==> config.mk <==
export PLATFORM = sky130hd
export DESIGN_NAME = rle_bitmap_run_decoder_unit
export DESIGN_NICKNAME = d
export VERILOG_FILES = /design/src/design/rbd_pkg.sv /design/src/design/rbd_csr.sv /design/src/design/rbd_rsp_reg.sv /design/src/design/rbd_core.sv /design/src/design/rle_bitmap_run_decoder_unit.sv
export SDC_FILE = /design/constraint.sdc
export NUM_CORES = 1
export LEC_CHECK = 0
export BUFFER_PORTS_ARGS = -buffer_cell sky130_fd_sc_hd__buf_2
export CAP_MARGIN = 0
export CORE_MARGIN = 4
export CORE_UTILIZATION = 58
export CTS_CLUSTER_DIAMETER = 50
export CTS_CLUSTER_SIZE = 30
export DETAILED_ROUTE_END_ITERATION = 10
export GPL_TIMING_DRIVEN = 0
export PLACE_DENSITY_LB_ADDON = 0.08
export SYNTH_ARGS = -nofsm -noshare
export SYNTH_HDL_FRONTEND = slang
export SYNTH_SLANG_ARGS = --single-unit
==> constraint.sdc <==
create_clock -name clock -period 8.5 [get_ports clock]
set_input_delay 0.85 -clock clock [delete_from_list [all_inputs] [get_ports clock]]
set_output_delay 0.85 -clock clock [all_outputs]
set_load 0.01 [all_outputs]
==> src/design/rbd_pkg.sv <==
// Shared types, constants and colour conversion for the run-length bitmap decoder.
package rbd_pkg;

   // Pixel modes as written to the mode register.
   localparam logic [1:0] MODE_INDEXED = 2'd0;
   localparam logic [1:0] MODE_REDUCED = 2'd1;
   localparam logic [1:0] MODE_RGBA    = 2'd2;

   // Register map: one 32-bit register every 4 bytes.
   localparam int unsigned CSR_ADDR_W = 3;
   localparam logic REG_PIXEL_MODE  = 1'b0;
   localparam logic REG_TRANSPARENT = 1'b1;

   // Record geometry: index of the count byte within a record.
   localparam logic [2:0] PAIR_COUNT_PHASE = 3'd1;
   localparam logic [2:0] RGBA_COUNT_PHASE = 3'd4;
   localparam logic [1:0] HEADER_LAST_PHASE = 2'd3;

   // Opaque marker in the top byte of an RGBA colour.
   localparam logic [7:0] OPAQUE_TAG  = 8'h80;
   localparam logic [7:0] ALPHA_FULL  = 8'hFF;

   typedef enum logic {
      KIND_HEADER = 1'b0,
      KIND_RUN    = 1'b1
   } result_kind_type;

   typedef struct packed {
      logic [1:0]  pixel_mode;
      logic [31:0] transparent_colour;
   } cfg_type;

   typedef struct packed {
      result_kind_type result_kind;
      logic [15:0]     image_width;
      logic [15:0]     image_height;
      logic [31:0]     run_start;
      logic [31:0]     run_colour;
      logic [7:0]      run_count;
      logic            overrun;
   } result_type;

   // Colour conversion from the collected record bytes; mode 3 acts as indexed.
   function automatic logic [31:0] convert_colour(input logic [1:0]  mode,
                                                  input logic [31:0] rec,
                                                  input logic [31:0] transp);
      logic [7:0] p;
      logic [31:0] colour;
      p = rec[7:0];
      unique case (mode)
         MODE_RGBA: begin
            if (p != ALPHA_FULL) colour = transp;
            else                 colour = {OPAQUE_TAG, rec[31:8]};
         end
         MODE_REDUCED: begin
            if ({24'd0, p} == transp) colour = transp;
            else                      colour = {27'd0, p[7], p[5:4], p[2:1]};
         end
         default: colour = {24'd0, p};
      endcase
      return colour;
   endfunction

endpackage

==> src/design/rbd_csr.sv <==
// Configuration registers behind the APB-style port.
module rbd_csr (
   input  logic                               clock,
   input  logic                               reset,
   input  logic                               psel,
   input  logic                               penable,
   input  logic                               pwrite,
   input  logic [rbd_pkg::CSR_ADDR_W-1:0]     paddr,
   input  logic [31:0]                        pwdata,
   output logic [31:0]                        prdata,
   output logic                               pready,
   output rbd_pkg::cfg_type                   cfg
);

   logic [1:0]  mode_ff;
   logic [31:0] transp_ff;
   logic        wr_en;

   assign pready = 1'b1;
   assign wr_en  = psel & penable & pwrite & pready;

   // Register writes on the access cycle
   always_ff @(posedge clock) begin
      if (reset) begin
         mode_ff   <= rbd_pkg::MODE_INDEXED;
         transp_ff <= 32'd0;
      end else if (wr_en) begin
         unique case (paddr[2])
            rbd_pkg::REG_PIXEL_MODE:  mode_ff   <= pwdata[1:0];
            rbd_pkg::REG_TRANSPARENT: transp_ff <= pwdata;
            default: ;
         endcase
      end
   end

   // Read mux
   always_comb begin
      unique case (paddr[2])
         rbd_pkg::REG_PIXEL_MODE:  prdata = {30'd0, mode_ff};
         rbd_pkg::REG_TRANSPARENT: prdata = transp_ff;
         default:                  prdata = 32'd0;
      endcase
   end

   assign cfg.pixel_mode         = mode_ff;
   assign cfg.transparent_colour = transp_ff;

endmodule

==> src/design/rbd_rsp_reg.sv <==
// Result register holding one transaction for the result channel.
module rbd_rsp_reg (
   input  logic                  clock,
   input  logic                  reset,
   input  logic                  load,
   input  rbd_pkg::result_type   load_data,
   output logic                  free,
   output logic                  rsp_valid,
   input  logic                  rsp_ready,
   output rbd_pkg::result_type   rsp_data
);

   logic                valid_ff;
   logic                valid_in;
   rbd_pkg::result_type data_ff;

   // Free when empty or being drained this cycle
   assign free     = !valid_ff || rsp_ready;
   assign valid_in = load || (valid_ff && !rsp_ready);

   always_ff @(posedge clock) begin
      if (reset) valid_ff <= 1'b0;
      else       valid_ff <= valid_in;
   end

   always_ff @(posedge clock) begin
      if (load) data_ff <= load_data;
   end

   assign rsp_valid = valid_ff;
   assign rsp_data  = data_ff;

`ifndef SYNTHESIS
   // A held result is never overwritten
   a_no_overwrite: assert property (@(posedge clock) disable iff (reset)
      load |-> free) else $error("result register overwritten");
   // A stalled result keeps its value
   a_hold: assert property (@(posedge clock) disable iff (reset)
      valid_ff && !rsp_ready |=> valid_ff && $stable(data_ff))
      else $error("stalled result changed");
   // Loads cause a valid result next cycle
   a_load_valid: assert property (@(posedge clock) disable iff (reset)
      load |=> valid_ff) else $error("loaded result not valid");
`endif

endmodule

==> src/design/rbd_core.sv <==
// Input register, header/record parse state and combinational run decode.
module rbd_core (
   input  logic                  clock,
   input  logic                  reset,
   input  rbd_pkg::cfg_type      cfg,
   input  logic                  req_valid,
   output logic                  req_ready,
   input  logic [7:0]            req_data_byte,
   input  logic                  req_end_of_image,
   input  logic                  out_free,
   output logic                  out_load,
   output rbd_pkg::result_type   out_data
);

   // Input register
   logic        s1_valid_ff, s1_valid_in;
   logic [7:0]  s1_byte_ff;
   logic        s1_last_ff;

   // Parse state
   logic [2:0]  phase_ff, phase_in;
   logic        in_header_ff, in_header_in;
   logic [15:0] width_ff, width_in;
   logic [15:0] height_ff, height_in;
   logic [31:0] rec_ff, rec_in;
   logic [31:0] pos_ff, pos_in;
   logic [31:0] area_ff;

   logic        has_result;
   logic        s1_adv;
   logic        area_load;
   logic [1:0]  mode;
   logic [2:0]  count_phase;
   logic [15:0] height_full;
   logic [32:0] run_end;

   // Unused mode code falls back to indexed
   assign mode = (cfg.pixel_mode == rbd_pkg::MODE_RGBA)    ? rbd_pkg::MODE_RGBA :
                 (cfg.pixel_mode == rbd_pkg::MODE_REDUCED) ? rbd_pkg::MODE_REDUCED :
                                                             rbd_pkg::MODE_INDEXED;
   assign count_phase = (mode == rbd_pkg::MODE_RGBA) ? rbd_pkg::RGBA_COUNT_PHASE
                                                     : rbd_pkg::PAIR_COUNT_PHASE;

   assign has_result = in_header_ff ? (phase_ff[1:0] == rbd_pkg::HEADER_LAST_PHASE)
                                    : (phase_ff >= count_phase);
   assign s1_adv     = s1_valid_ff && (!has_result || out_free);
   assign req_ready  = !s1_valid_ff || s1_adv;
   assign out_load   = s1_adv && has_result;

   assign height_full = {height_ff[15:8], s1_byte_ff};
   assign run_end     = {1'b0, pos_ff} + {25'd0, s1_byte_ff};
   assign area_load   = s1_adv && in_header_ff
                        && (phase_ff[1:0] == rbd_pkg::HEADER_LAST_PHASE);

   // Input register
   assign s1_valid_in = (req_valid && req_ready) || (s1_valid_ff && !s1_adv);

   always_ff @(posedge clock) begin
      if (reset) s1_valid_ff <= 1'b0;
      else       s1_valid_ff <= s1_valid_in;
   end

   always_ff @(posedge clock) begin
      if (req_valid && req_ready) begin
         s1_byte_ff <= req_data_byte;
         s1_last_ff <= req_end_of_image;
      end
   end

   // Image area, formed once the last header byte is in
   always_ff @(posedge clock) begin
      if (area_load) area_ff <= {16'd0, width_ff} * {16'd0, height_full};
   end

   // Next parse state and result
   always_comb begin
      phase_in     = phase_ff;
      in_header_in = in_header_ff;
      width_in     = width_ff;
      height_in    = height_ff;
      rec_in       = rec_ff;
      pos_in       = pos_ff;

      out_data.result_kind  = rbd_pkg::KIND_RUN;
      out_data.image_width  = width_ff;
      out_data.image_height = height_ff;
      out_data.run_start    = pos_ff;
      out_data.run_colour   = rbd_pkg::convert_colour(mode, rec_ff,
                                                      cfg.transparent_colour);
      out_data.run_count    = s1_byte_ff;
      out_data.overrun      = run_end > {1'b0, area_ff};

      if (in_header_ff) begin
         unique case (phase_ff[1:0])
            2'd0:    width_in  = {s1_byte_ff, width_ff[7:0]};
            2'd1:    width_in  = {width_ff[15:8], s1_byte_ff};
            2'd2:    height_in = {s1_byte_ff, height_ff[7:0]};
            default: height_in = height_full;
         endcase
         if (has_result) begin
            in_header_in = 1'b0;
            phase_in     = 3'd0;
         end else begin
            phase_in = phase_ff + 3'd1;
         end
         out_data.result_kind  = rbd_pkg::KIND_HEADER;
         out_data.image_height = height_full;
         out_data.run_start    = 32'd0;
         out_data.run_colour   = 32'd0;
         out_data.run_count    = 8'd0;
         out_data.overrun      = 1'b0;
      end else if (has_result) begin
         pos_in   = run_end[32] ? 32'hFFFF_FFFF : run_end[31:0];
         phase_in = 3'd0;
         rec_in   = 32'd0;
      end else begin
         rec_in   = {rec_ff[23:0], s1_byte_ff};
         phase_in = phase_ff + 3'd1;
      end

      // End of image returns the parser to its start
      if (s1_last_ff) begin
         phase_in     = 3'd0;
         in_header_in = 1'b1;
         width_in     = 16'd0;
         height_in    = 16'd0;
         rec_in       = 32'd0;
         pos_in       = 32'd0;
      end
   end

   // State register, updated as each transaction leaves the input register
   always_ff @(posedge clock) begin
      if (reset) begin
         phase_ff     <= 3'd0;
         in_header_ff <= 1'b1;
         width_ff     <= 16'd0;
         height_ff    <= 16'd0;
         rec_ff       <= 32'd0;
         pos_ff       <= 32'd0;
      end else if (s1_adv) begin
         phase_ff     <= phase_in;
         in_header_ff <= in_header_in;
         width_ff     <= width_in;
         height_ff    <= height_in;
         rec_ff       <= rec_in;
         pos_ff       <= pos_in;
      end
   end

`ifndef SYNTHESIS
   // Header phase never passes its fourth byte
   a_header_phase: assert property (@(posedge clock) disable iff (reset)
      in_header_ff |-> phase_ff <= 3'd3) else $error("header phase out of range");
   // Record phase never passes the RGBA count byte
   a_record_phase: assert property (@(posedge clock) disable iff (reset)
      phase_ff <= rbd_pkg::RGBA_COUNT_PHASE) else $error("record phase out of range");
   // Completing the header leaves header mode unless the image ends there
   a_header_done: assert property (@(posedge clock) disable iff (reset)
      area_load && !s1_last_ff |=> !in_header_ff)
      else $error("header did not complete");
   // End of image restarts the parser
   a_restart: assert property (@(posedge clock) disable iff (reset)
      s1_adv && s1_last_ff |=> in_header_ff && phase_ff == 3'd0 && pos_ff == 32'd0)
      else $error("end of image did not restart");
`endif

endmodule

==> src/design/rle_bitmap_run_decoder_unit.sv <==
// Top level of the run-length bitmap decoder.
// Accepts one encoded byte per cycle, with no gaps between images, unless
// stalled as described below. Each byte is held in the input register, where
// a single decode step (header byte capture or record collection, colour
// conversion, run end add and overrun compare) runs, and the result then
// lands in the output register, from which it is offered on the result
// channel. The fourth header byte gives a header result and the last byte of
// each record gives a run command; other bytes give none. The image area is
// multiplied out once per image, as the last header byte passes. Backpressure
// on the result channel stalls input only when a byte that completes a result
// finds the output register full.
module rle_bitmap_run_decoder_unit (
   input  logic                              clock,
   input  logic                              reset,
   // Input channel
   input  logic                              req_valid,
   output logic                              req_ready,
   input  logic [7:0]                        req_data_byte,
   input  logic                              req_end_of_image,
   // Result channel
   output logic                              rsp_valid,
   input  logic                              rsp_ready,
   output logic                              rsp_result_kind,
   output logic [15:0]                       rsp_image_width,
   output logic [15:0]                       rsp_image_height,
   output logic [31:0]                       rsp_run_start,
   output logic [31:0]                       rsp_run_colour,
   output logic [7:0]                        rsp_run_count,
   output logic                              rsp_overrun,
   // Configuration port
   input  logic                              psel,
   input  logic                              penable,
   input  logic                              pwrite,
   input  logic [rbd_pkg::CSR_ADDR_W-1:0]    paddr,
   input  logic [31:0]                       pwdata,
   output logic [31:0]                       prdata,
   output logic                              pready
);

   rbd_pkg::cfg_type    cfg;
   rbd_pkg::result_type core_data;
   rbd_pkg::result_type rsp_data;
   logic                out_free;
   logic                out_load;

   rbd_csr u_csr (
      .clock   (clock),
      .reset   (reset),
      .psel    (psel),
      .penable (penable),
      .pwrite  (pwrite),
      .paddr   (paddr),
      .pwdata  (pwdata),
      .prdata  (prdata),
      .pready  (pready),
      .cfg     (cfg)
   );

   rbd_core u_core (
      .clock            (clock),
      .reset            (reset),
      .cfg              (cfg),
      .req_valid        (req_valid),
      .req_ready        (req_ready),
      .req_data_byte    (req_data_byte),
      .req_end_of_image (req_end_of_image),
      .out_free         (out_free),
      .out_load         (out_load),
      .out_data         (core_data)
   );

   rbd_rsp_reg u_rsp_reg (
      .clock     (clock),
      .reset     (reset),
      .load      (out_load),
      .load_data (core_data),
      .free      (out_free),
      .rsp_valid (rsp_valid),
      .rsp_ready (rsp_ready),
      .rsp_data  (rsp_data)
   );

   assign rsp_result_kind  = rsp_data.result_kind;
   assign rsp_image_width  = rsp_data.image_width;
   assign rsp_image_height = rsp_data.image_height;
   assign rsp_run_start    = rsp_data.run_start;
   assign rsp_run_colour   = rsp_data.run_colour;
   assign rsp_run_count    = rsp_data.run_count;
   assign rsp_overrun      = rsp_data.overrun;

endmodule
==> impl_metrics.env <==
export IMPL_yosysTopAreaCell="edfxtp_1"
export IMPL_grt_max_degree=39
export IMPL_die_y_microns=200
export IMPL_min_path_cells=0
export IMPL_dr_pass1_iters=6
export IMPL_ios=192
export IMPL_drt_initial_drc_count=1284
export IMPL_worst_pin_slew_ps=1120
export IMPL_hold_violations=0
export IMPL_fmax_mhz=137
export IMPL_viasPerCell=5.80
export IMPL_start_kind="register"
export IMPL_cts_tree="done"
export IMPL_ys_warn_count=0
export IMPL_path_max_fanout=10
export IMPL_crit_type="register to register"
export IMPL_postCtsSetupBuffers=0
export IMPL_drv_cap=0
export IMPL_synth_cell_types=72
export IMPL_synth_edf_count=147
export IMPL_cts_buffers=27
export IMPL_fp_row_count=69
export IMPL_cts_root_buf="clkbuf_16"
export IMPL_routed_wl_mm=58.2
export IMPL_synth_seq_cells=283
export IMPL_syn_inst=2251
export IMPL_clockBufferDepth=3
export IMPL_synth_net_count=2649
export IMPL_yosysSeqAreaShare=0.335
export IMPL_cp_data_arrival_time_ps=7600
export IMPL_grt_usage=0.289
export IMPL_remaining_drc_errors=0
export IMPL_start_util=0.593
export IMPL_synth_area_leaders="edfxtp_1 (21%), fa_1 (18%), dfxtp_1 (13%)"
export IMPL_fin_tns_setup_ps=0
export IMPL_finalCriticalPeriod_ps=7310
export IMPL_drive_above_1_share=0.113
export IMPL_netlist_area_sq_um=21300
export IMPL_gp_congestion=0.943
export IMPL_yosysTopAreaCellShare=0.207
export IMPL_vias=17100
export IMPL_finalNonFillerCells=2953
export IMPL_antenna_found_initial=0
export IMPL_worstPathRequired_ps=8790
export IMPL_num_antenna_cells=0
export IMPL_synthArstFlopShare=0
export IMPL_r2r_cells=19
export IMPL_status="finished clean"
export IMPL_p_leak_nw=10.7
export IMPL_worstSkewPairLatency_ps=570
export IMPL_dieWidth_microns=200
export IMPL_holdBufCountCts=0
export IMPL_worstSetupEndpointType="register"
export IMPL_final_common_cell="nand2_1"
export IMPL_ir_worst_vdd_mv=0.171
export IMPL_htreeDepth=1
export IMPL_grt_pass1_vias=16800
export IMPL_finalCritPeriodShare=0.861
export IMPL_io_buffers=187
export IMPL_grt_setup_unrepaired="false"
export IMPL_postSynthAreaPerCell_sq_um=9.46
export IMPL_power_per_cell_area_nw_per_um2=121
export IMPL_routedWlPerCell_microns=19.7
export IMPL_post_route_cell_area_sq_um=23800
export IMPL_finalSetupViolCount=0
export IMPL_die_area_sq_um=39900
export IMPL_clk_pin_slew_ps=80
export IMPL_grt_ovfl_total=0
export IMPL_cts_resized=0
export IMPL_final_nets=2869
export IMPL_grt_pass1_wl_mm=90.5
export IMPL_finClkSkew_ps=32.7
export IMPL_place_area_sq_um=22900
export IMPL_ant_nets=0
export IMPL_syn2layout_area_growth_pct=11.9
export IMPL_cts_sinks=283
export IMPL_hold_path_class="register to register"
export IMPL_max_slew_margin=0.248
export IMPL_dp_cells=2902
export IMPL_coreArea_sq_um=35900
export IMPL_slew_violations=0
export IMPL_final_cell_mix="nand2_1 (310), inv_1 (278), buf_2 (200)"
export IMPL_dp_hpwl_mm=45.9
export IMPL_synth_flop_cell="edfxtp_1"
==> critical path, cell delays in order, from the launching register on <==
cell and delay [ps]:
dfxtp_1 760, clkbuf_1 530, nand2_1 150, fa_1 570
fa_1 480, fa_1 560, inv_1 60, fa_1 530
fa_1 500, inv_1 40, fa_1 470, inv_1 40
ha_1 250, clkbuf_1 280, a21oi_1 110, o21ai_0 330
a21oi_1 160, a2111oi_0 750, o21ai_0 270, xnor2_1 180
==> state kept, by name, summed over array words and instances, names as in the netlist, 2 cells and up <==
name and flops:
u_csr.transp_ff 32, u_rsp_reg.rsp_data 106, u_core.height_ff 16, u_core.pos_ff 32, u_core.phase_ff 3, u_csr.mode_ff 2, u_core.area_ff 32, u_core.s1_byte_ff 8
u_core.rec_ff 32, u_core.width_ff 16
==> final cells by class <==
type / instances / area, sq um
Multi-Input combinational cell: 1560 / 12600
Fill cell: 2926 / 12100
Sequential cell: 283 / 7140
Inverter: 279 / 1050
Timing Repair Buffer: 191 / 1000
Clock buffer: 28 / 679
Tap cell: 461 / 577
Buffer: 129 / 512
Clock inverter: 22 / 265
==> path summary, 6_finish.rpt <==
path,startpoint,endpoint,slack (ps)
hold reg to reg,u_core.height_ff[9],u_rsp_reg.rsp_data[82],450
setup / recovery,u_core.width_ff[10],u_core.area_ff[28],1190
setup reg to reg,u_core.width_ff[10],u_core.area_ff[28],1190
hold / removal,u_core.height_ff[9],u_rsp_reg.rsp_data[82],450
==> synth_stat cells (8+ instances only) <==
master and count:
a221oi_1 14, nand2b_1 10, o21ai_1 10, clkbuf_1 107, dfxtp_1 136, xor2_1 21, a21oi_1 135, buf_2 13
nor2b_1 52, a22oi_1 43, inv_1 278, a31oi_1 10, edfxtp_1 147, and2_1 159, nor4_1 14, ha_1 152
mux2_2 8, xnor2_1 41, nor3_1 25, o21ai_0 42, nand4_1 19, a21o_1 23, o2bb2ai_1 8, o21a_1 9
nand3_1 55, nor2_1 106, nand2_1 310, fa_1 195
==> power breakdown <==
part	internal, mW	switching [mW]	total [mW]
clock	0.633	0.621	1.25
combinational	0.0627	0.124	0.187
sequential	1.43	0.0192	1.45
==> logic make-up after synthesis <==
logic type	after synthesis	share of synthesized area
simple gates	780	0.179
buf+inv	408	0.0732
compound gates	360	0.109
fa+ha+maj	347	0.272
flops	283	0.335
xor+xnor	62	0.0255
mux	10	0.00517
other cells	1	0.000176
==> through the flow <==
stage	power, mW	util	hold WS, ps	worst slack [ps]
floorplan	1.59	-	406	2140
global placement	1.66	0.635	429	166
detailed placement	1.67	0.637	431	1370
CTS	2.91	0.664	457	1320
global route	2.99	0.664	458	959
finish	2.89	0.664	453	1190
==> per-layer routing <==
layer	up-vias	routed length [microns]	global-route usage
li1	7924	-	-
met1	8402	24000	0.399
met2	676	27700	0.473
met3	122	4180	0.0388
met4	0	2310	0.104
met5	-	0	0
Power figures use the tool's default switching activity.
